File: src/rtl/mapd_pkg.sv
`timescale 1ns / 1ps
`default_nettype none

package mapd_pkg;

  localparam int CHANNELS   = 4;
  localparam int MAX_WINDOW = 256;

  localparam int CH_W    = 2;
  localparam int SMP_W   = 16;
  localparam int CIDX_W  = (CHANNELS > 1) ? $clog2(CHANNELS) : 1;
  localparam int SLOT_W  = (MAX_WINDOW > 1) ? $clog2(MAX_WINDOW) : 1;
  localparam int CNT_W   = $clog2(MAX_WINDOW + 1);
  localparam int SUM_W   = $clog2(MAX_WINDOW * 65535 + 1);
  localparam int RING_DEPTH = CHANNELS * MAX_WINDOW;
  localparam int RA_W    = (RING_DEPTH > 1) ? $clog2(RING_DEPTH) : 1;
  localparam int WL_W    = 9;

  localparam int MUL_W   = 18;
  localparam int PROD_W  = 2 * MUL_W;
  localparam int ACC_W   = PROD_W + 2;

  localparam logic [15:0]     KP_RST    = 16'd1280;
  localparam logic [15:0]     KD_RST    = 16'd256;
  localparam logic [14:0]     RANGE_RST = 15'd12868;
  localparam logic [WL_W-1:0] WL_RST    = 9'd200;

  typedef enum logic [1:0] {
    CFG_KP    = 2'd0,
    CFG_KD    = 2'd1,
    CFG_RANGE = 2'd2,
    CFG_WIN   = 2'd3
  } cfg_idx_t;

  typedef struct packed {
    logic [SUM_W-1:0]  sum;
    logic [CNT_W-1:0]  cnt;
    logic [SLOT_W-1:0] slot;
  } meta_t;

  typedef struct packed {
    logic [15:0] kp;
    logic [15:0] kd;
    logic [14:0] range;
    logic [15:0] avg;
    logic [15:0] ang_e;
    logic [15:0] ang_o;
    logic [15:0] spd_e;
    logic [15:0] spd_o;
  } pd_req_t;

  typedef struct packed {
    logic [15:0] target;
    logic [15:0] torque_e;
    logic [15:0] torque_o;
    logic        clip;
  } pd_res_t;

  // fold a channel field into range by repeated subtract
  function automatic logic [CIDX_W-1:0] chan_idx(input logic [CH_W-1:0] ch);
    logic [CH_W-1:0] v;
    begin
      v = ch;
      for (int i = 0; i < 4; i++) begin
        if (int'(v) >= CHANNELS) begin
          v = v - CH_W'(CHANNELS);
        end
      end
      chan_idx = CIDX_W'(v);
    end
  endfunction

endpackage

`default_nettype wire

File: src/rtl/mapd_div.sv
`timescale 1ns / 1ps
`default_nettype none

module mapd_div
  import mapd_pkg::*;
(
  input  wire logic             clk,
  input  wire logic             rst_n,
  input  wire logic             start,
  input  wire logic [SUM_W-1:0] dividend,
  input  wire logic [CNT_W-1:0] divisor,
  output logic                  done,
  output logic [SUM_W-1:0]      quotient
);

  localparam int IT_W = $clog2(SUM_W + 1);

  logic [SUM_W-1:0] quo_r;
  logic [CNT_W-1:0] rem_r;
  logic [CNT_W-1:0] div_r;
  logic [IT_W-1:0]  cnt_r;
  logic             busy_r;
  logic             done_r;

  logic [CNT_W:0]   trial;
  logic [CNT_W:0]   diff;
  logic             ge;

  // one quotient bit per cycle, restoring
  always_comb begin
    trial = {rem_r, quo_r[SUM_W-1]};
    ge    = (trial >= {1'b0, div_r});
    diff  = trial - {1'b0, div_r};
  end

  always_ff @(posedge clk) begin
    if (!rst_n) begin
      busy_r <= 1'b0;
      done_r <= 1'b0;
      cnt_r  <= '0;
    end else begin
      done_r <= 1'b0;
      if (start) begin
        quo_r  <= dividend;
        rem_r  <= '0;
        div_r  <= divisor;
        cnt_r  <= '0;
        busy_r <= 1'b1;
      end else if (busy_r) begin
        quo_r <= {quo_r[SUM_W-2:0], ge};
        rem_r <= ge ? diff[CNT_W-1:0] : trial[CNT_W-1:0];
        cnt_r <= cnt_r + 1'b1;
        if (cnt_r == IT_W'(SUM_W - 1)) begin
          busy_r <= 1'b0;
          done_r <= 1'b1;
        end
      end
    end
  end

  assign done     = done_r;
  assign quotient = quo_r;

endmodule

`default_nettype wire

File: config.mk
export PLATFORM = sky130hd
export DESIGN_NAME = mapd_div
export DESIGN_NICKNAME = d
export VERILOG_FILES = /design/src/rtl/mapd_pkg.sv /design/src/rtl/mapd_div.sv
export SDC_FILE = /design/constraint.sdc
export NUM_CORES = 1
export LEC_CHECK = 0
export BUFFER_PORTS_ARGS = -buffer_cell sky130_fd_sc_hd__buf_2
export CELL_PAD_IN_SITES_DETAIL_PLACEMENT = 0
export CELL_PAD_IN_SITES_GLOBAL_PLACEMENT = 1
export CORE_MARGIN = 2
export CORE_UTILIZATION = 30
export CTS_CLUSTER_DIAMETER = 80
export DETAILED_ROUTE_END_ITERATION = 8
export GPL_ROUTABILITY_DRIVEN = 1
export HOLD_SLACK_MARGIN = 0.06
export PLACE_DENSITY_LB_ADDON = 0.25
export RECOVER_POWER = 25
export SKIP_CTS_REPAIR_TIMING = 1
export SLEW_MARGIN = 20
export SYNTH_ARGS = -nofsm -noshare
export SYNTH_HDL_FRONTEND = slang
export SYNTH_SLANG_ARGS = --single-unit
File: constraint.sdc
create_clock -name clk -period 2.6 [get_ports clk]
set_input_delay 0.78 -clock clk [delete_from_list [all_inputs] [get_ports clk]]
set_output_delay 0.78 -clock clk [all_outputs]
set_load 0.05 [all_outputs]
After elaboration in Yosys (flattened, before gate mapping). Index checks and enable logic that the tools add are counted.

Input bits: 36. Output and inout port bits: 25. Memory bits (writable): 0. Bits in registers: 49. Word-level logic and storage cells: 25. Bits in read-only memories: 0. Memories kept: 0. Bits in latches: 0.

Eq/ne operators: 1. $lt $le $gt $ge: 1. Reductions and logical operators: 5. Bitwise operators: 2. Add/subtract/negate cells: 2. Multiplexer cells: 8. Divide/modulo/power cells: 0. Multipliers: 0. Shift-type cells: 0.

Operators with widths (number): 24-bit two-way mux (2); 9-bit two-way mux (2); 10-bit by 9-bit greater-or-equal comparator with 1-bit output (1); 9-bit subtractor (1); 5-bit by 1-bit adder with 5-bit output, second input constant (1); 5-bit equality test, second input constant (1); 1-bit two-way mux (4); 2-bit AND reduction (2); 3-bit OR reduction (1); 1-bit NOT (2); 2-bit nonzero test (1); 2-bit OR reduction (1).

Longest topological paths before layout.
Word-level depth: 4. Mapped depth: 10.

Worst setup path after synthesis. No wires, ideal clock.

Path type: reg-to-reg. From: register quo_r[23], in the netlist quotient[23]. To: register quo_r[0], in the netlist quotient[0], data pin. Library setup time: 260 ps. Arrival: 2401 ps. Cell stages (with the launch flop): 10. Setup slack: -61 ps. Clock period less this slack: 2661 ps. Cell sequence: edfxtp_1 -> inv_1 -> ha_1 -> inv_1 -> fa_1 -> a21o_1 -> a221oi_4 -> a31oi_4 -> buf_6 -> mux2_2.

Cells in the longest elaborated chain, start to end: 3.

Ends and longest elaborated chain: start: declaration (RTL line mapd_div.sv:18) `logic [SUM_W-1:0] quo_r;`; start signal: assignment (RTL line mapd_div.sv:44) `quo_r <= dividend;`; start signal: assignment (RTL line mapd_div.sv:50) `quo_r <= {quo_r[SUM_W-2:0], ge};`; 10-bit by 9-bit greater-or-equal comparator with 1-bit output (RTL line mapd_div.sv:32) `ge = (trial >= {1'b0, div_r});`; 24-bit two-way mux (RTL line mapd_div.sv:49) `end else if (busy_r) begin`; 24-bit two-way mux (RTL line mapd_div.sv:43) `if (start) begin`.

No other way between the ends. The select of a mux whose other input is x is not followed. A chain may end at the register's enable or synchronous reset.

Worst setup path after layout.
From: register quo_r[23], in the netlist quotient[23]. To: register rem_r[5], data pin.

Cells in the longest elaborated chain, start to end: 3. Elaborated cells between the ends (all ways): 4.

Ends and longest elaborated chain: 9-bit subtractor or 10-bit by 9-bit greater-or-equal comparator with 1-bit output (tied branches) (RTL line mapd_div.sv:33, mapd_div.sv:32); 9-bit two-way mux (*) (RTL line mapd_div.sv:51) `rem_r <= ge ? diff[CNT_W-1:0] : trial[CNT_W-1:0];`; 9-bit two-way mux (*) (RTL line mapd_div.sv:49); end signal: assignment (RTL line mapd_div.sv:51); end: declaration (RTL line mapd_div.sv:19) `logic [CNT_W-1:0] rem_r;`.

Mark *: on every way between the ends. The rest lies on a longest branch, timed or not. The select of a mux whose other input is x is not followed.

==> impl_results.md <==
- # DRC: 0
- I/O pins: 61
- Switching power: 0.5745 mW
- Rel. slew slack: 0.6089
- Post-synthesis sequential area ratio: 0.5642
- Nets@finish: 295
- Critical Path AT: 2630 ps
- Clk pwr share: 0.265
- Die height: 94.99 um
- Ys Warns: 0
- CP top delay family: compound AO/OA/AOI/OAI gates
- Latest clock arrival within the worst-skew pair: 300 ps
- Clock Sink Count: 49
- Post-synthesis instance area: 0.002484 mm2
- Share of layout cells above drive strength 1: 0.4378
- First-pass GRT wire length: 7790 um
- Least-Margin Pin Slew: 586.6 ps
- H-tree depth: 2
- Pwr/cell area: 640.3 mW/mm2
- DR vias: 1609
- Design area: 0.003040 mm2
- Max_cap viols: 0
- Area of the core: 0.008134 mm2
- Total wire length: 4808 um
- Clock Pin Slew Worst Setup and Hold Paths: 90 ps
- TritonCTS Buffers: 5
- Worst Setup End Kind: flop
- Total GRT Usage: 0.1123
- Pre-Repair DR Iteration Count: 4
- Run status: complete, no violations
- DP HPWL: 3338 um
- Post-DRT Antenna Nets: 0
- Slowest-stage cell, CP: edfxtp_1
- Remaining global-route overflow: 0
- Syn nets: 228
- Bufs and invs on worst path: 2
- Wire per inst: 13.58 um
- Peak supply drop: 0.3139 mV
- Top-area cell type share of the netlist area: 0.5078
- Chip Width: 94.99 um
- Largest net degree at the start of global routing: 26
- Register share of total power: 0.488
- Critical Path RT: 2760 ps
- Worst-path maximum fanout: 7
- Initial DRC Count: 68
- Internal power: 1.372 mW
- Final min period: 2477 ps
- # rows: 33
- Post-route total power: 1.947 mW
- Yosys top cell by area: edfxtp_1
- CTS tree: built
- Clock root buffer master: clkbuf_8
- Initial Util: 0.3053
- Worst path cell trace: inv_1 > ha_1 > inv_1 > fa_2 > a21o_1 > a221oi_4 > a31oi_2 > or2_0 > a21oi_1
- Clock Tree Buf Depth: 2
- Top post-synthesis cells by area: edfxtp_1 51%, mux2_2 11%, dfxtp_1 5.6%, ha_1 5.0%, inv_1 2.1%
- Hold Vio Cnt, Final: 0
- Fmax: 0.4037 GHz
- Final setup viols: 0
- Leak: 1.230 nW
- Final period util: 0.9527
- Vias per std cell: 4.545
- CP max stage delay: 410 ps
- Number of global-route vias before repair: 1614
- I/O Buffers: 60
- Critical setup path kind: reg2reg
- Ant diodes: 0
- Most used cell, CP: inv_1
- Max-slew violation count: 0
- Combinational share of power: 0.247
- Syn avg cell area: 13.72 um2
- Initial antenna violation count: 0
- Placement-stage cell area: 0.002910 mm2
- Sw Ratio: 0.2951
- Die footprint: 0.009022 mm2
- Worst Skew: 4.103 ps
- Synth Register Bits: 49
- Post-synth cell types: 44
- RSZ-0062 raised after global routing: true
- RePlAce Congestion: 0.7532
- Startpoint types: flop
- Worst hold path class: reg2reg
- Layout Area Growth over Synthesis: 22.42%
- Post-Syn Instances: 181
## metrics by stage
step                      TNS, ps    util  hold WS, ps  instances  setup WS (ps)
after floorplan            -13.12       -        452.1        181         -13.12
after global placement          0  0.3578        477.3        343          175.6
after detailed placement        0  0.3578        475.7        343          123.5
after CTS                       0  0.3709        488.8        351          76.69
after global routing       -28.12  0.3738        528.5        354         -17.44
final                           0  0.3738        484.6        354          123.1
## layout make-up
type,instances,area (um2)
timing repair buffer,65,334.1
multi-input combinational,113,1015
inverter,14,52.55
clock buffer,7,97.59
sequential,49,1401
clock inverter,1,8.758
fill,803,5094
tap,105,131.4
## layer usage
layer,vias to the layer above,track usage,part of all wire
li1,804,-,-
met1,756,0.1550,0.48
met2,44,0.1690,0.46
met3,5,0.03591,0.054
met4,0,0.03261,0.0089
met5,-,0,0
## state kept, by name (all words and copies together) (netlist names)
register / cells
rem_r: 9
busy_r: 1
quotient: 24
div_r: 9
cnt_r: 5
done: 1
## cell families (layout without fill, tap and decap cells)
group	Yosys count	after routing	synth area share
flops	49	49	0.5642
simple gates	39	39	0.08212
mux	29	29	0.1310
compound gates	26	27	0.1063
buf+inv	20	87	0.03325
fa+ha+maj	11	11	0.05844
xor+xnor	7	7	0.02469
## tightest hold or removal path, stage by stage, from the launching register on
cell	delay, ps
dfxtp_1	330
nand2_1	80
nor4_1	40
## power groups by stage
stage                     sequential [mW]  clock, mW  combinational, mW
after global placement              0.969          0              0.469
after floorplan                      1.05          0              0.288
after detailed placement            0.969          0              0.468
after CTS                           0.952      0.540              0.470
after global routing                0.959      0.562              0.528
final                               0.950      0.516              0.481
## placed cells by master, fill, tap and decap left out, types with 3 or more instances in the layout
cell / Yosys / layout
ha_1: 10 / 10
buf_2: 0 / 60
nor2_1: 13 / 13
nand3_1: 3 / 3
nand2_1: 6 / 6
mux2i_1: 4 / 4
buf_4: 0 / 4
xnor2_1: 5 / 5
inv_1: 14 / 14
mux2_2: 24 / 24
clkbuf_8: 0 / 5
dfxtp_1: 7 / 7
o21ai_0: 4 / 4
a21oi_1: 4 / 4
a21o_1: 3 / 3
edfxtp_1: 42 / 42
## worst paths after layout
check	from	endpoint	slack, ps	cells past startpoint
max	quotient[23]$_DFFE_PP_	rem_r[5]$_SDFFCE_PP0P_	120	9
min	cnt_r[4]$_SDFFE_PP0P_	done$_SDFF_PP0_	480	2
max reg2reg	quotient[23]$_DFFE_PP_	rem_r[5]$_SDFFCE_PP0P_	120	9
min reg2reg	cnt_r[4]$_SDFFE_PP0P_	done$_SDFF_PP0_	480	2
## cell usage after synthesis, drive strengths merged
| cell type | count |
|---|---|
| a2111oi | 1 |
| a211oi | 3 |
| a21o | 3 |
| a21oi | 4 |
| a221oi | 1 |
| a22oi | 1 |
| a31oi | 1 |
| and2 | 1 |
| and3 | 2 |
| buf | 4 |
| clkbuf | 2 |
| dfxtp | 7 |
| edfxtp | 42 |
| fa | 1 |
| ha | 10 |
| inv | 14 |
| mux2 | 25 |
| mux2i | 4 |
| nand2 | 6 |
| nand2b | 2 |
| nand3 | 3 |
| nand4 | 3 |
| nor2 | 13 |
| nor2b | 1 |
| nor3 | 1 |
| nor4 | 1 |
| o2111ai | 2 |
| o211a | 1 |
| o21a | 2 |
| o21ai | 4 |
| o21bai | 1 |
| o31a | 1 |
| o41a | 1 |
| or2 | 4 |
| or3 | 2 |
| xnor2 | 5 |
| xor2 | 2 |
Power figures use the tool's default switching activity.
