--- src/rtl/mapd_pkg.sv ---
`timescale 1ns / 1ps
`default_nettype none

package mapd_pkg;

  localparam int CHANNELS   = 4;
  localparam int MAX_WINDOW = 256;

  localparam int CH_W    = 2;
  localparam int SMP_W   = 16;
  localparam int CIDX_W  = (CHANNELS > 1) ? $clog2(CHANNELS) : 1;
  localparam int SLOT_W  = (MAX_WINDOW > 1) ? $clog2(MAX_WINDOW) : 1;
  localparam int CNT_W   = $clog2(MAX_WINDOW + 1);
  localparam int SUM_W   = $clog2(MAX_WINDOW * 65535 + 1);
  localparam int RING_DEPTH = CHANNELS * MAX_WINDOW;
  localparam int RA_W    = (RING_DEPTH > 1) ? $clog2(RING_DEPTH) : 1;
  localparam int WL_W    = 9;

  localparam int MUL_W   = 18;
  localparam int PROD_W  = 2 * MUL_W;
  localparam int ACC_W   = PROD_W + 2;

  localparam logic [15:0]     KP_RST    = 16'd1280;
  localparam logic [15:0]     KD_RST    = 16'd256;
  localparam logic [14:0]     RANGE_RST = 15'd12868;
  localparam logic [WL_W-1:0] WL_RST    = 9'd200;

  typedef enum logic [1:0] {
    CFG_KP    = 2'd0,
    CFG_KD    = 2'd1,
    CFG_RANGE = 2'd2,
    CFG_WIN   = 2'd3
  } cfg_idx_t;

  typedef struct packed {
    logic [SUM_W-1:0]  sum;
    logic [CNT_W-1:0]  cnt;
    logic [SLOT_W-1:0] slot;
  } meta_t;

  typedef struct packed {
    logic [15:0] kp;
    logic [15:0] kd;
    logic [14:0] range;
    logic [15:0] avg;
    logic [15:0] ang_e;
    logic [15:0] ang_o;
    logic [15:0] spd_e;
    logic [15:0] spd_o;
  } pd_req_t;

  typedef struct packed {
    logic [15:0] target;
    logic [15:0] torque_e;
    logic [15:0] torque_o;
    logic        clip;
  } pd_res_t;

  // fold a channel field into range by repeated subtract
  function automatic logic [CIDX_W-1:0] chan_idx(input logic [CH_W-1:0] ch);
    logic [CH_W-1:0] v;
    begin
      v = ch;
      for (int i = 0; i < 4; i++) begin
        if (int'(v) >= CHANNELS) begin
          v = v - CH_W'(CHANNELS);
        end
      end
      chan_idx = CIDX_W'(v);
    end
  endfunction

endpackage

`default_nettype wire

--- src/rtl/mapd_pd.sv ---
`timescale 1ns / 1ps
`default_nettype none

module mapd_pd
  import mapd_pkg::*;
(
  input  wire logic    clk,
  input  wire logic    rst_n,
  input  wire logic    start,
  input  wire pd_req_t req,
  output logic         done,
  output pd_res_t      res
);

  typedef enum logic [2:0] {
    P_RNG, P_KDE, P_KPE, P_KDO, P_KPO, P_ACC, P_FIN
  } pd_step_t;

  pd_step_t                  step_r;
  logic                      busy_r;
  logic                      done_r;
  pd_req_t                   req_r;
  pd_res_t                   res_r;
  logic signed [PROD_W-1:0]  prod_r;
  logic signed [ACC_W-1:0]   acc_e_r;
  logic signed [ACC_W-1:0]   acc_o_r;
  logic [15:0]               target_r;

  logic signed [MUL_W-1:0]   op_a;
  logic signed [MUL_W-1:0]   op_b;
  logic signed [PROD_W-1:0]  mul;
  logic signed [PROD_W-1:0]  tsum;
  logic signed [ACC_W-1:0]   prod_x;
  logic [16:0]               sat_e;
  logic [16:0]               sat_o;

  function automatic logic [16:0] sat_q(input logic signed [ACC_W-1:0] acc);
    logic signed [ACC_W-1:0] r;
    begin
      r = (acc + ACC_W'(2048)) >>> 12;
      if (r > ACC_W'(32767)) begin
        sat_q = {1'b1, 16'h7FFF};
      end else if (r < -ACC_W'(32768)) begin
        sat_q = {1'b1, 16'h8000};
      end else begin
        sat_q = {1'b0, r[15:0]};
      end
    end
  endfunction

  // one shared multiplier, operands picked by step
  always_comb begin
    op_a = '0;
    op_b = '0;
    case (step_r)
      P_RNG: begin
        op_a = $signed({3'b000, req_r.range});
        op_b = $signed({2'b00, req_r.avg}) - 18'sd32768;
      end
      P_KDE: begin
        op_a = $signed({2'b00, req_r.kd});
        op_b = $signed({{2{req_r.spd_e[15]}}, req_r.spd_e});
      end
      P_KPE: begin
        op_a = $signed({2'b00, req_r.kp});
        op_b = $signed({{2{target_r[15]}}, target_r})
             - $signed({{2{req_r.ang_e[15]}}, req_r.ang_e});
      end
      P_KDO: begin
        op_a = $signed({2'b00, req_r.kd});
        op_b = $signed({{2{req_r.spd_o[15]}}, req_r.spd_o});
      end
      P_KPO: begin
        op_a = $signed({2'b00, req_r.kp});
        op_b = $signed({{2{target_r[15]}}, target_r})
             - $signed({{2{req_r.ang_o[15]}}, req_r.ang_o});
      end
      default: begin
        op_a = '0;
        op_b = '0;
      end
    endcase
    mul    = op_a * op_b;
    tsum   = prod_r + PROD_W'(32768);
    prod_x = ACC_W'(prod_r);
    sat_e  = sat_q(acc_e_r);
    sat_o  = sat_q(acc_o_r);
  end

  always_ff @(posedge clk) begin
    if (!rst_n) begin
      step_r <= P_RNG;
      busy_r <= 1'b0;
      done_r <= 1'b0;
    end else begin
      done_r <= 1'b0;
      if (start) begin
        req_r  <= req;
        step_r <= P_RNG;
        busy_r <= 1'b1;
      end else if (busy_r) begin
        case (step_r)
          P_RNG: begin
            prod_r <= mul;
            step_r <= P_KDE;
          end
          P_KDE: begin
            target_r <= tsum[31:16];
            prod_r   <= mul;
            step_r   <= P_KPE;
          end
          P_KPE: begin
            acc_e_r <= -(prod_x <<< 4);
            prod_r  <= mul;
            step_r  <= P_KDO;
          end
          P_KDO: begin
            acc_e_r <= acc_e_r + prod_x;
            prod_r  <= mul;
            step_r  <= P_KPO;
          end
          P_KPO: begin
            acc_o_r <= -(prod_x <<< 4);
            prod_r  <= mul;
            step_r  <= P_ACC;
          end
          P_ACC: begin
            acc_o_r <= acc_o_r + prod_x;
            step_r  <= P_FIN;
          end
          P_FIN: begin
            res_r.target   <= target_r;
            res_r.torque_e <= sat_e[15:0];
            res_r.torque_o <= sat_o[15:0];
            res_r.clip     <= sat_e[16] | sat_o[16];
            done_r         <= 1'b1;
            busy_r         <= 1'b0;
            step_r         <= P_RNG;
          end
          default: begin
            step_r <= P_RNG;
            busy_r <= 1'b0;
          end
        endcase
      end
    end
  end

  assign done = done_r;
  assign res  = res_r;

endmodule

`default_nettype wire

--- config.mk ---
export PLATFORM = sky130hd
export DESIGN_NAME = mapd_pd
export DESIGN_NICKNAME = d
export VERILOG_FILES = /design/src/rtl/mapd_pkg.sv /design/src/rtl/mapd_pd.sv
export SDC_FILE = /design/constraint.sdc
export NUM_CORES = 1
export LEC_CHECK = 0
export BUFFER_PORTS_ARGS = -buffer_cell sky130_fd_sc_hd__clkbuf_2
export CORE_ASPECT_RATIO = 1.25
export CORE_MARGIN = 3
export CORE_UTILIZATION = 45
export CTS_CLUSTER_SIZE = 16
export DETAILED_ROUTE_END_ITERATION = 6
export SLEW_MARGIN = 10
export SYNTH_ARGS = -nofsm -noshare
export SYNTH_HDL_FRONTEND = slang
export SYNTH_SLANG_ARGS = --single-unit
--- constraint.sdc ---
create_clock -name clk -period 10.7 [get_ports clk]
set_input_delay 1.07 -clock clk [delete_from_list [all_inputs] [get_ports clk]]
set_output_delay 1.07 -clock clk [all_outputs]
set_load 0.03 [all_outputs]
* Word-level counts from Yosys, hierarchy flattened
Index checks and enable logic that the tools add are counted.
Cells by class: multiply operators 1, bitwise logic cells 4, add/sub/neg operators 9, multiplexer cells 13, $lt $le $gt $ge 4, reductions and logical operators 15, equality and inequality tests 6
Operators by type and width (count):
- 38-bit case mux with 2 select lines | 2
- 18-bit case mux with 5 select lines | 1
- 38-bit by 13-bit adder with 38-bit output (second input constant) | 2
- 38-bit by 36-bit adder with 38-bit output | 2
- 17-bit two-way mux | 4
- 26-bit by 16-bit > comparator with 1-bit output (second input constant) | 2
- 26-bit by 16-bit less-than comparator with 1-bit output (second input constant) | 2
- 16-bit case mux with 3 select lines | 1
- 38-bit negator | 1
- 17-bit by 18-bit multiplier with 35-bit output | 1
- 16-bit by 16-bit subtractor with 17-bit output | 2
- 32-bit by 17-bit adder with 32-bit output (second input constant) | 1
- 4-bit AND reduction | 5
- 3-bit case mux with 6 select lines | 1
- 16-bit by 16-bit subtractor with 17-bit output (second input constant) | 1
- 3-bit equality test (second input constant) | 3
- 3-bit by 2-bit equality test with 1-bit output (second input constant) | 2
- 2-bit OR reduction | 3
- 6-bit OR reduction | 1
- 5-bit OR reduction | 1
- 1-bit two-way mux | 4
- 2-bit nonzero test | 2
- 3-bit by 1-bit equality test with 1-bit output (second input constant) | 1
- 3-bit logical NOT | 1
- 4 further kinds | 6
Storage, ports and cells: output and inout port bits 50, input bits 130, word-level logic and storage cells 71, register bits after elaboration 309

* Longest topological paths before layout
Gate-level depths: netlist of run 1.
depth after elaboration 5, gate-level depth with buffers 38, depth with buffers taken out 35

* Least setup slack after synthesis of run 1
Ideal clock, no wire load.
path kind register -> register, start point register step_r[0], end point register prod_r[33], data pin, setup time 258 ps, data arrival time 9753 ps, cell stages (with the launch flop) 38, slack 689 ps, path through dfxtp_1 -> clkbuf_1 -> buf_1 -> clkbuf_1 -> nor2_1 -> mux2_2 -> ha_1 -> inv_1 -> fa_1 -> a21o_1 -> a21oi_1 -> o211a_1 -> o21ai_0 -> and3b_1 -> or3_1 -> a21oi_2 -> clkbuf_1 -> a31oi_1 -> [2 not listed] -> fa_1 -> clkbuf_1 -> xnor2_1 -> xnor2_1 -> fa_1 -> fa_1 -> inv_1 -> fa_1 -> inv_1 -> ha_1 -> a21o_1 -> a21o_1 -> a21oi_1 -> nand2_1 -> a311o_1 -> a31o_2 -> a21oi_1 -> xnor2_1
Between the ends: cells in the longest elaborated chain, start to end 4, elaborated cells between the ends (all ways) 10, those cells by class 1 x mul; 4 x eq/ne; 2 x mux; 3 x reduce/logical
Ends and longest elaborated chain:
- from (decl) | line mapd_pd.sv:19 | pd_step_t step_r;
- from (signal assigned) | line mapd_pd.sv:92 | step_r <= P_RNG;
- from (signal assigned) | line mapd_pd.sv:99 | step_r <= P_RNG;
- from (signal assigned) | line mapd_pd.sv:105 | step_r <= P_KDE;
- 3-bit equality test, or another cell as far along | line mapd_pd.sv:55 | case (step_r)
- 2-bit OR reduction (no line)
- 16-bit case mux with 3 select lines | line mapd_pd.sv:55
- 17-bit by 18-bit multiplier with 35-bit output * | line mapd_pd.sv:83 | mul = op_a * op_b;
- via mul[33] | line mapd_pd.sv:31 | logic signed [PROD_W-1:0] mul;
- to (signal assigned) | line mapd_pd.sv:104 | prod_r <= mul;
- to (signal assigned) | line mapd_pd.sv:109 | prod_r <= mul;
- to (signal assigned) | line mapd_pd.sv:114 | prod_r <= mul;
- to (decl) | line mapd_pd.sv:24 | logic signed [PROD_W-1:0] prod_r;
The timed path passes the listed nets; every way through them passes the cells marked *. A chain may end at the register's enable or synchronous reset.

* Final worst setup path of run 1
start point register step_r[1], end point register prod_r[29], data pin
Same word-level chain as after synthesis.

==> results.env, run 1 <==
CRITICAL_PATH.STARTPOINT='step_r[1]'
WORST-SLEW-PIN-TRANSITION_NS=1.274
GLOBAL_ROUTE_WIRE_LENGTH_BEFORE_REPAIR_UM=138000
FINAL_CELL_MIX='sky130_fd_sc_hd__inv_1, sky130_fd_sc_hd__nand2_1, sky130_fd_sc_hd__edfxtp_1'
DRC=0
LAYOUT.FILLER_CELLS=6027
TIMING.MAX_CAP.VIOLATIONS=0
OVERFLOW=0
DETAILED_ROUTER_ITERATION_COUNT_BEFORE_ANTENNA_REPAIR=5
FINAL-MAX-SLEW-VIOLATION-COUNT=0
FP-ROW-COUNT=104
VIA_PER_INST=5.732
IO-PIN-COUNT=180
MIN_PATH_TYPE='flip-flop to flip-flop'
TOTALNEGATIVESETUPSLACK_NS=0
START_UTIL=0.4578
GRT_SETUP_UNREPAIRED='no'
YOSYS_WARNINGS=0
DESIGN.CORE.AREA_MM2=0.06480
HOLD_VIOL_FINAL=0
CTSROOTBUFFERMASTER='sky130_fd_sc_hd__clkbuf_16'
FINAL.SETUP_SKEW_NS=0.01963
POST_CTS_BUFFERS=0
CLOCKBUFFERDEPTH=3
VIA_COUNT_OF_THE_FIRST_GLOBAL_ROUTING_PASS=24780
WORSTPATHREQUIRED_NS=10.99
ANTENNA_FOUND_INITIAL=1
CRITICAL_PATH_BUF_INV_COUNT=7
SYNTH_SEQ_CELLS=308
NUMCLOCKSINKS=308
TIMING_WORST_SETUP_PATH_TYPE='flip-flop to flip-flop'
CTS_HTREE_LEVELS=2
SYNTH.DISTINCT_CELLS=89
CTS_INSERTED_BUFFERS=36
FP.DIEW_UM=235.6
DIEAREA_MM2=0.06906
SETUP.WORST_PATH.END_CLASS='flip-flop'
WORST-R2R-SETUP-SLACK_NS=0.66
FINAL_COMMON_CELL='sky130_fd_sc_hd__inv_1'
CRITICAL_PATH_PEAK_FANOUT=6
WL_PER_CELL_UM=21.61
YS_ASYNC_SR_FRACTION=0
SEQUENTIAL_FRACTION_OF_THE_SYNTHESIS_AREA=0.3101
SYNTH_FP_NETS=3662
TRITONCTS_CLOCK_TREE='yes'
CRITICAL_PATH.MAX_STAGE_DELAY_NS=0.93
WORSTPATHARRIVAL_NS=10.33
ANTENNADIODECOUNT=0
MAX-SLEW-MARGIN-REL=0.1416
GRT_START_MAX_NET_PINS=76
NETS=3808
IO_BUFFER_COUNT=179
SUMMED_INSTANCE_AREA_OF_THE_SYNTHESIZED_NETLIST_MM2=0.02966
DR.FIRST_ITER.DRC_COUNT=1256
GLOBALROUTETOTALUTIL=0.2557
DOMINANTREGCELLSYNTH='sky130_fd_sc_hd__edfxtp_1'
POST_CTS.RESIZED_INSTANCES=0
SHARE_OF_CELLS_ABOVE_DRIVE_STRENGTH_1=0.1079
TIMING.FMAX_MHz=99.59
CLOCK_SLEW_AT_REPORTED_PATH_FFS_NS=0.06
SYNTHESIS.INSTANCES=3070
SYN-MEAN-INSTANCE-AREA_UM2=9.663
FIN_CRIT_SH=0.9384
OUTCOME='finished, final reports clean'
VIAS_POST_DR=23454
FINISH.UTILIZATION=0.5065
CRITICAL_PATH.STARTPOINT_TYPE='flip-flop'
WORST_SETUP_PATH_ENDPOINT='prod_r[29]'
LAYOUT_MIN_CYCLE_TIME_NS=10.04
RR_STARTPOINT='step_r[1]'
CPMAXSTAGEDELAYCELL='sky130_fd_sc_hd__a2bb2oi_1'
RR_ENDPOINT='prod_r[29]'
TIMING.REG2REG.WORST_PATH_DEPTH=35
WORSTSETUPPATHDEPTH=35
FINALWIRELENGTH_UM=88410
HOLDPATHSTAGES=0
CLOCK_LATENCY_ON_THE_WORST_SKEW_PAIR_NS=0.56
FINAL_CELL_COUNT_NO_FILL=4092
PATH_DELAY_FAMILY='adder cells'
DRT_ANTENNA_NET_COUNT=0
FLOORPLAN.DIE.HEIGHT_UM=293.1
AREAGROWTHSYNTHTOFINISH_PCT=10.65
SETUP_VIOL=0
NUMBER_OF_ENABLE_FLIP_FLOP_CELLS_AFTER_SYNTHESIS=303
DP.FINAL_HPWL_UM=70920
GLOBALPLACE.CONGESTION=0.9352
HOLDBUFCOUNTCTS=0
TOTAL_PLACED_CELLS_INCLUDING_TAP_CELLS=4026
==> sequential cells by signal, indices dropped and copies added (netlist names) <==
register and flops:
req_r 127, res 49, acc_e_r 38, acc_o_r 38, prod_r 35, target_r 16
step_r 3, busy_r 1, done 1
==> final cells by class <==
| class | count | area, µm² | area share |
|---|---|---|---|
| clock buffers | 41 | 940.9 | 0.02867 |
| well taps | 848 | 1061 | 0.03232 |
| inverters | 398 | 1494 | 0.04551 |
| multi-input cells | 2240 | 18560 | 0.5654 |
| clock inverters | 25 | 272.8 | 0.008310 |
| repair buffers | 232 | 1294 | 0.03941 |
| flip-flops and latches | 308 | 9201 | 0.2803 |
==> cells by family (layout without fill, tap and decap cells) <==
family / count (synthesis) / in the layout / share of synthesized area
and+or+nand+nor: 899 / 899 / 0.1436
adders and majority gates: 465 / 465 / 0.2662
xor gates and xnor gates: 178 / 178 / 0.05255
DFF: 308 / 308 / 0.3101
muxes: 50 / 50 / 0.01755
buffers and inverters: 522 / 696 / 0.06651
AOI/OAI and AO/OA: 648 / 648 / 0.1434
==> synthesized netlist by cell type, drive strengths merged, types with 10 or more instances <==
master,number,area (µm²)
mux2i,43,430.4
nor2b,30,187.7
o21ai,159,795.8
edfxtp,303,9099
ha,184,2302
o22ai,10,62.56
inv,397,1490
buf,17,76.32
xnor2,111,972.2
nand3,65,325.3
and3,36,225.2
a21o,70,525.5
o21bai,18,135.1
a21oi,139,699.4
nand4,34,219.0
xor2,67,586.8
o211ai,20,150.1
and4,13,113.9
a31o,17,148.9
o31ai,19,142.6
clkbuf,107,402.9
a311oi,12,105.1
a211oi,22,165.2
nor4,13,93.84
nor3,47,240.2
a211o,11,96.34
or3,18,112.6
nand2b,33,206.5
a21boi,10,75.07
a22oi,11,82.58
and2,33,206.5
nor2,232,870.8
a31oi,30,187.7
o21a,27,202.7
fa,278,5565
nand2,311,1167
==> worst min path at each step <==
| stage | startpoint | end | slack (ns) |
|---|---|---|---|
| floorplan | target_r[0] | res[33] | 0.43 |
| global placement | target_r[0] | res[33] | 0.46 |
| detailed placement | target_r[0] | res[33] | 0.44 |
| CTS | target_r[0] | res[33] | 0.48 |
| global route | target_r[0] | res[33] | 0.49 |
| finish | target_r[0] | res[33] | 0.48 |
==> worst reg2reg max path, delay by kind of cell, from the launching register on <==
kind | cells | cell delay (ns)
adder cells (fa/ha/maj) | 9 | 3.92
AO/OA/AOI/OAI | 11 | 3.59
AND/OR/NAND/NOR | 6 | 1.18
buffers and inverters | 7 | 0.35
flip-flops | 1 | 0.32
multiplexers | 1 | 0.22
XOR/XNOR | 1 | 0.17
==> routing by layer <==
metal / vias to the layer above / wire (µm) / global-route usage
met1: 11484 / 33590 / 0.2859
met5: - / 0 / 0
met3: 281 / 3770 / 0.02957
met4: 0 / 6641 / 0.1635
met2: 780 / 44410 / 0.4626
li1: 10909 / - / -
==> stage by stage <==
| step | hold WS (ns) | setup WS [ns] | area [µm²] |
|---|---|---|---|
| 4_1_cts | 0.4814 | 0.8266 | 32820 |
| 5_1_grt | 0.4885 | 0.3656 | 32820 |
| 6_report | 0.4837 | 0.6589 | 32820 |
| 3_5_place_dp | 0.4437 | 0.8820 | 31610 |
| 3_3_place_gp | 0.4552 | 0.9624 | 31610 |
| 2_1_floorplan | 0.4264 | 0.6888 | 29660 |
Power of run 1 is left out: the tool's default activity adds up to more than one toggle a clock period on the data nets, which glitch-free logic cannot reach.
==> run 2, diff against run 1 <==
RECOVER_POWER = 25   (was not set)
SETUP_SLACK_MARGIN = 0.1   (was not set)
==> run 2 against run 1 <==
The flow now finishes with violations (max-capacitance violations, max-slew violations). Core utilization hardly changed. Non-clock buffer count stayed put. Maximum frequency is 0.60% higher. Clock-buffer cell count stayed put. Cell count stayed put. First-iteration DRC count is 2.8% higher. Register-to-register slack better by 0.06 ns. Highest routed layer unchanged.
==> results.env, run 2 (synthesis gave the netlist of run 1 again) <==
CLOCKBUFFERDEPTH=3  # unchanged
VIOLATIONS_IN_THE_FINAL_REPORTS='max-capacitance violations, max-slew violations'
CLOCK_LATENCY_ON_THE_WORST_SKEW_PAIR_NS=0.57  # was 0.56 ns
ANTENNA_FOUND_INITIAL=1  # unchanged
MAX-SLEW-MARGIN-REL=-1.202  # was 0.1416
FINALWIRELENGTH_UM=88480  # was 88410 µm
FP.DIEW_UM=235.6  # unchanged
CRITICAL_PATH.STARTPOINT_TYPE='flip-flop'  # unchanged
NETS=3808  # unchanged
VIA_COUNT_OF_THE_FIRST_GLOBAL_ROUTING_PASS=24780  # unchanged
GLOBAL_ROUTE_WIRE_LENGTH_BEFORE_REPAIR_UM=138000  # unchanged
POST_CTS.RESIZED_INSTANCES=0  # unchanged
SETUP_VIOL=0  # unchanged
CRITICAL_PATH.MAX_STAGE_DELAY_NS=0.88  # was 0.93 ns
FINAL.SETUP_SKEW_NS=0.01964  # was 0.01963 ns
CLOCK_SLEW_AT_REPORTED_PATH_FFS_NS=0.06  # about the same
OUTCOME='finished, violations left'  # was finished, final reports clean
TOTAL_PLACED_CELLS_INCLUDING_TAP_CELLS=4026  # unchanged
WORSTPATHARRIVAL_NS=10.28  # was 10.33 ns
DESIGN.CORE.AREA_MM2=0.06480  # unchanged
IO_BUFFER_COUNT=179  # unchanged
FIN_CRIT_SH=0.9328  # was 0.9384
GRT_START_MAX_NET_PINS=76  # unchanged
GLOBALPLACE.CONGESTION=0.9352  # unchanged
OVERFLOW=0  # unchanged
HOLDBUFCOUNTCTS=0  # unchanged
TIMING.FMAX_MHz=100.2  # was 99.59 MHz
LAYOUT.FILLER_CELLS=6042  # was 6027
SEQ_AREA_MM2=0.009200  # was 0.009201 mm²
TIMING_WORST_SETUP_PATH_TYPE='flip-flop to flip-flop'  # unchanged
MIN_PATH_TYPE='flip-flop to flip-flop'  # unchanged
WORST_SLACK_NS=0.7190  # was 0.6589 ns
FLOORPLAN.DIE.HEIGHT_UM=293.1  # unchanged
LAYOUT_MIN_CYCLE_TIME_NS=9.981  # was 10.04 ns
IO-PIN-COUNT=180  # unchanged
WORST-SLEW-PIN-TRANSITION_NS=3.301  # was 1.274 ns
DRT_ANTENNA_NET_COUNT=0  # unchanged
CTS_HTREE_LEVELS=2  # unchanged
PLACEMENT.SETUP.WORST_SLACK_NS=0.8820  # unchanged
HOLD_VIOL_FINAL=0  # unchanged
TIMING.MAX_CAP.VIOLATIONS=1  # was 0
WORSTPATHREQUIRED_NS=10.99  # about the same
CTSROOTBUFFERMASTER='sky130_fd_sc_hd__clkbuf_16'  # unchanged
DRC=0  # unchanged
SETUP.WORST_PATH.END_CLASS='flip-flop'  # unchanged
FINAL-MAX-SLEW-VIOLATION-COUNT=54  # was 0
SHARE_OF_CELLS_ABOVE_DRIVE_STRENGTH_1=0.1008  # was 0.1079
POST_CTS_BUFFERS=0  # unchanged
LARGEST-REGISTER='req_r'  # unchanged
CTS_INSERTED_BUFFERS=36  # unchanged
FINAL_CELL_COUNT_NO_FILL=4092  # unchanged
VIAS_POST_DR=23469  # was 23454
DP.FINAL_HPWL_UM=70920  # unchanged
DETAILED_ROUTER_ITERATION_COUNT_BEFORE_ANTENNA_REPAIR=6  # was 5
NUMCLOCKSINKS=308  # unchanged
DIEAREA_MM2=0.06906  # unchanged
GRT_SETUP_UNREPAIRED='no'  # unchanged
FP-ROW-COUNT=104  # unchanged
LARGEST_REGISTER_FFS=127  # unchanged
MULTI_INPUT_AREA_MM2=0.01856  # about the same
FINISH.UTILIZATION=0.5061  # was 0.5065
WL_PER_CELL_UM=21.62  # was 21.61 µm
FINAL_CELL_MIX='sky130_fd_sc_hd__inv_1, sky130_fd_sc_hd__nand2_1, sky130_fd_sc_hd__edfxtp_1'  # unchanged
CRITICAL_PATH_PEAK_FANOUT=6  # unchanged
TOTALNEGATIVESETUPSLACK_NS=0  # unchanged
START_UTIL=0.4578  # unchanged
TRITONCTS_CLOCK_TREE='yes'  # unchanged
AREAGROWTHSYNTHTOFINISH_PCT=10.55  # was 10.65%
GLOBALROUTETOTALUTIL=0.2557  # unchanged
CPMAXSTAGEDELAYCELL='sky130_fd_sc_hd__a2bb2oi_1'  # unchanged
DR.FIRST_ITER.DRC_COUNT=1291  # was 1256
FINAL_COMMON_CELL='sky130_fd_sc_hd__inv_1'  # unchanged
ANTENNADIODECOUNT=0  # unchanged
VIA_PER_INST=5.735  # was 5.732
run 2: per-stage QoR:
stage | hold WS, ns | area (µm²)
after floorplan | 0.4264 | 29660
after global placement | 0.4552 | 31610
after detailed placement | 0.4437 | 31610
after CTS | 0.4814 | 32820
after global routing | 0.4885 | 32790
final | 0.4838 | 32790
run 2: worst max-delay path: cells and delay by family, from the launching register on:
family,cells,cell delay (ns)
flops,1,0.31
buf+inv,7,0.36
xor+xnor,1,0.17
compound gates,11,3.53
simple gates,6,1.17
fa+ha+maj,9,3.92
mux,1,0.22
run 2: path summary, 6_finish.rpt:
check         startpoint  cells after the start  slack (ns)          to
max            step_r[1]                     35        0.72  prod_r[29]
min          target_r[0]                      0        0.48     res[33]
max reg2reg    step_r[1]                     35        0.72  prod_r[29]
min reg2reg  target_r[0]                      0        0.48     res[33]
run 2: layout make-up:
class                   count  area share
multi-input cells        2240      0.5659
flip-flops and latches    308      0.2805
inverters                 398     0.04555
repair buffers            232     0.03865
well taps                 848     0.03235
clock buffers              41     0.02869
clock inverters            25    0.008317
run 2: routing by layer:
metal | global-route usage | routed length [µm] | vias up
li1 | - | - | 10916
met4 | 0.1635 | 6706 | 0
met5 | 0 | 0 | -
met1 | 0.2859 | 33600 | 11481
met3 | 0.02957 | 3796 | 284
met2 | 0.4626 | 44380 | 788
Power of run 2 is left out for the same reason.
==> run 3, diff against run 2 <==
ABC_AREA = 1   (was not set)
==> run 3 against run 2 <==
The run still ends with max-capacitance violations, max-slew violations left. First-iteration DRC count down 2.0%. Synthesized area up 2.5%. Largest cell class unchanged. Critical endpoint is now prod_r[33]. Clock-buffer cell count is 7 higher.
==> results.env, run 3 <==
GLOBALROUTETOTALUTIL=0.2597  # was 0.2557
CRITICAL_PATH_PEAK_FANOUT=17  # was 6
SETUP_VIOL=0  # unchanged
GLOBALPLACE.CONGESTION=0.9740  # was 0.9352
NUMBER_OF_ENABLE_FLIP_FLOP_CELLS_AFTER_SYNTHESIS=303  # unchanged
IO-PIN-COUNT=180  # unchanged
YOSYS_WARNINGS=0  # unchanged
TOTALNEGATIVESETUPSLACK_NS=0  # unchanged
CTS_HTREE_LEVELS=2  # unchanged
DOMINANTREGCELLSYNTH='sky130_fd_sc_hd__edfxtp_1'  # unchanged
HOLD_VIOL_FINAL=0  # unchanged
SYNTH_FP_NETS=4247  # was 3662
RR_ENDPOINT='prod_r[33]'  # was prod_r[29]
POSTLAYOUTCELLAREA_MM2=0.03330  # was 0.03279 mm²
CRIT_PATH_FREQUENT_CELL='sky130_fd_sc_hd__nand2_1'
SYNTH.DISTINCT_CELLS=59  # was 89
LAYOUT_MIN_CYCLE_TIME_NS=8.817  # was 9.981 ns
CRITICAL_PATH.STARTPOINT_TYPE='flip-flop'  # unchanged
IO_BUFFER_COUNT=179  # unchanged
LARGEST_REGISTER_FFS=127  # unchanged
CLOCK_SLEW_AT_REPORTED_PATH_FFS_NS=0.06  # about the same
NETS=4425  # was 3808
FP-ROW-COUNT=105  # was 104
FP.DIEW_UM=238.5  # was 235.6 µm
TIMING.FMAX_MHz=113.4  # was 100.2 MHz
GRT_SETUP_UNREPAIRED='no'  # unchanged
AREAGROWTHSYNTHTOFINISH_PCT=9.474  # was 10.55%
DR.FIRST_ITER.DRC_COUNT=1265  # was 1291
DIEAREA_MM2=0.07077  # was 0.06906 mm²
DESIGN.CORE.AREA_MM2=0.06634  # was 0.06480 mm²
SYNTH_TOP_CELLS_BY_AREA='sky130_fd_sc_hd__edfxtp_1, sky130_fd_sc_hd__fa_1, sky130_fd_sc_hd__nand2_1, sky130_fd_sc_hd__inv_1, sky130_fd_sc_hd__ha_1'  # was sky130_fd_sc_hd__edfxtp_1, sky130_fd_sc_hd__fa_1, sky130_fd_sc_hd__ha_1, sky130_fd_sc_hd__inv_1, sky130_fd_sc_hd__nand2_1
DRC=0  # unchanged
WORST-SLEW-PIN-TRANSITION_NS=2.500  # was 3.301 ns
SYNTH_COMPOUND_AREA_FRAC=0.07964  # was 0.1434
POST_CTS.RESIZED_INSTANCES=0  # unchanged
DRT_ANTENNA_NET_COUNT=0  # unchanged
VIAS_POST_DR=24835  # was 23469
RR_STARTPOINT='step_r[2]'  # was step_r[1]
HOLDBUFCOUNTCTS=0  # unchanged
SETUP.WORST_PATH.END_CLASS='flip-flop'  # unchanged
CPMAXSTAGEDELAYCELL='sky130_fd_sc_hd__dfxtp_1'  # was sky130_fd_sc_hd__a2bb2oi_1
NUMCLOCKSINKS=308  # unchanged
HOLDPATHSTAGES=0  # unchanged
SUMMED_INSTANCE_AREA_OF_THE_SYNTHESIZED_NETLIST_MM2=0.03042  # was 0.02966 mm²
YOSYS.AREA_SHARE.SIMPLE=0.2250  # was 0.1436
VIA_COUNT_OF_THE_FIRST_GLOBAL_ROUTING_PASS=25476  # was 24780
OVERFLOW=0  # unchanged
START_UTIL=0.4584  # was 0.4578
SYNTH_TOP_FAMILY_BY_AREA='adder cells'  # unchanged
FINAL_CELL_MIX='sky130_fd_sc_hd__nand2_1, sky130_fd_sc_hd__inv_1, sky130_fd_sc_hd__nor2_1'  # was sky130_fd_sc_hd__inv_1, sky130_fd_sc_hd__nand2_1, sky130_fd_sc_hd__edfxtp_1
YOSYSMOSTFREQUENTCELL='sky130_fd_sc_hd__nand2_1'  # was sky130_fd_sc_hd__inv_1
SYNTHDOMINANTAREACELLTYPE='sky130_fd_sc_hd__edfxtp_1'  # unchanged
WORSTPATHREQUIRED_NS=10.99  # about the same
HOLD_END='res[33]'  # unchanged
VIA_PER_INST=5.269  # was 5.735
TRITONCTS_CLOCK_TREE='yes'  # unchanged
WORST-R2R-SETUP-SLACK_NS=1.88  # was 0.72 ns
MAX-SLEW-MARGIN-REL=-0.6759  # was -1.202
CTSROOTBUFFERMASTER='sky130_fd_sc_hd__clkbuf_16'  # unchanged
TIMING.REG2REG.WORST_PATH_DEPTH=38  # was 35
WORSTPATHARRIVAL_NS=9.11  # was 10.28 ns
SYNTHXORXNORAREAFRAC=0.04031  # was 0.05255
LARGEST-REGISTER='req_r'  # unchanged
FIN_CRIT_SH=0.8241  # was 0.9328
SHARE_OF_CELLS_ABOVE_DRIVE_STRENGTH_1=0.08504  # was 0.1008
ANTENNA_FOUND_INITIAL=0  # was 1
FINISH.UTILIZATION=0.5019  # was 0.5061
SYNTH.AREA.MUX_SHARE=0.005307  # was 0.01755
OUTCOME='finished, violations left'  # unchanged
CLOCKBUFFERDEPTH=3  # unchanged
SYNTHESIS.INSTANCES=3655  # was 3070
SYN-MEAN-INSTANCE-AREA_UM2=8.322  # was 9.663 µm²
CLOCK_LATENCY_ON_THE_WORST_SKEW_PAIR_NS=0.55  # was 0.57 ns
POST_CTS_BUFFERS=0  # unchanged
ANTENNADIODECOUNT=0  # unchanged
YS_ASYNC_SR_FRACTION=0  # unchanged
MOST_FREQUENT_CELLS_AFTER_SYNTHESIS='sky130_fd_sc_hd__nand2_1, sky130_fd_sc_hd__inv_1, sky130_fd_sc_hd__nor2_1'  # was sky130_fd_sc_hd__inv_1, sky130_fd_sc_hd__nand2_1, sky130_fd_sc_hd__edfxtp_1
GRT_START_MAX_NET_PINS=68  # was 76
SYNTH_TOP_CELL_AREA_SHARE=0.2991  # was 0.3067
YOSYS.AREA_SHARE.ADDER=0.2587  # was 0.2662
DETAILED_ROUTER_ITERATION_COUNT_BEFORE_ANTENNA_REPAIR=5  # was 6
MIN-DELAY-START='target_r[0]'  # unchanged
CRITICAL_PATH.MAX_STAGE_DELAY_NS=0.60  # was 0.88 ns
PLACED_CELL_AREA_MM2=0.03225  # was 0.03161 mm²
DP.FINAL_HPWL_UM=74200  # was 70920 µm
FINALWIRELENGTH_UM=90740  # was 88480 µm
FINAL.SETUP_SKEW_NS=0.01505  # was 0.01964 ns
FLOORPLAN.DIE.HEIGHT_UM=296.7  # was 293.1 µm
VIOLATIONS_IN_THE_FINAL_REPORTS='max-capacitance violations, max-slew violations'  # unchanged
GLOBAL_ROUTE_WIRE_LENGTH_BEFORE_REPAIR_UM=141000  # was 138000 µm
SYNTH_SEQ_CELLS=308  # unchanged
MIN_PATH_TYPE='flip-flop to flip-flop'  # unchanged
CTS_INSERTED_BUFFERS=35  # was 36
FINAL-MAX-SLEW-VIOLATION-COUNT=62  # was 54
LAYOUT.FILLER_CELLS=6499  # was 6042
WL_PER_CELL_UM=19.25  # was 21.62 µm
TIMING_WORST_SETUP_PATH_TYPE='flip-flop to flip-flop'  # unchanged
FINAL_COMMON_CELL='sky130_fd_sc_hd__nand2_1'  # was sky130_fd_sc_hd__inv_1
SEQUENTIAL_FRACTION_OF_THE_SYNTHESIS_AREA=0.3024  # was 0.3101
TIMING.MAX_CAP.VIOLATIONS=1  # unchanged
## run 3: cell count changes in the layout (fill, tap and decap cells not counted), sizes merged, moves of 33 or more
cell / delta
a21oi: +58
nand2b: -33
inv: +237
a21o: -61
nor2: +178
nand2: +569
and3: -35
xnor2: -58
nand3: +133
buf: -36
## run 3: worst max-delay path by stage
| stage | cells after the start | startpoint | endpoint | slack [ns] |
|---|---|---|---|---|
| after detailed placement | 32 | step_r[2] | prod_r[34] | 1.97 |
| after CTS | 32 | step_r[2] | prod_r[34] | 1.94 |
| after floorplan | 34 | step_r[1] | prod_r[34] | 2.93 |
| final | 38 | step_r[2] | prod_r[33] | 1.88 |
| after global routing | 33 | step_r[2] | prod_r[34] | 1.28 |
| after global placement | 36 | step_r[2] | prod_r[21] | 2.13 |
## run 3: per-layer routing
metal	vias up	GRT usage	wire length, µm
li1	12089	-	-
met1	11748	0.2993	35360
met2	741	0.4660	44800
met3	257	0.02865	4051
met4	0	0.1569	6524
met5	-	0	0
## run 3: area by class of cell
| cell class | count | area, µm² | share of cell area |
|---|---|---|---|
| inverters | 637 | 2392 | 0.07185 |
| clock buffers | 48 | 955.9 | 0.02871 |
| flip-flops and latches | 308 | 9199 | 0.2763 |
| clock inverters | 13 | 130.1 | 0.003908 |
| well taps | 856 | 1071 | 0.03217 |
| multi-input cells | 2654 | 18550 | 0.5572 |
| repair buffers | 197 | 996.0 | 0.02991 |
## run 3: logic make-up (layout without fill, tap and decap cells)
kind of cell             after synthesis  count (layout)
XOR/XNOR                             140             140
AO/OA/AOI/OAI                        420             420
AND/OR/NAND/NOR                     1616            1616
buffers and inverters                693             895
multiplexers                          16              16
adder cells (fa/ha/maj)              462             462
flip-flops                           308             308
## run 3: worst max-delay path, delay by kind of cell (launching register included)
family                     cells  cell delay (ns)
and+or+nand+nor               17             2.43
AOI/OAI and AO/OA              4             0.96
adders and majority gates      9             3.83
muxes                          1             0.29
buffers and inverters          7             0.43
DFF                            1             0.60
## run 3: per-stage QoR
step,cells,setup WS [ns],hold slack (ns)
after global routing,4713,1.283,0.4948
after detailed placement,4652,1.973,0.4737
after CTS,4713,1.938,0.4895
final,4713,1.883,0.4805
after global placement,4652,2.132,0.4655
after floorplan,3655,2.933,0.4264
Power of run 3 is left out for the same reason.
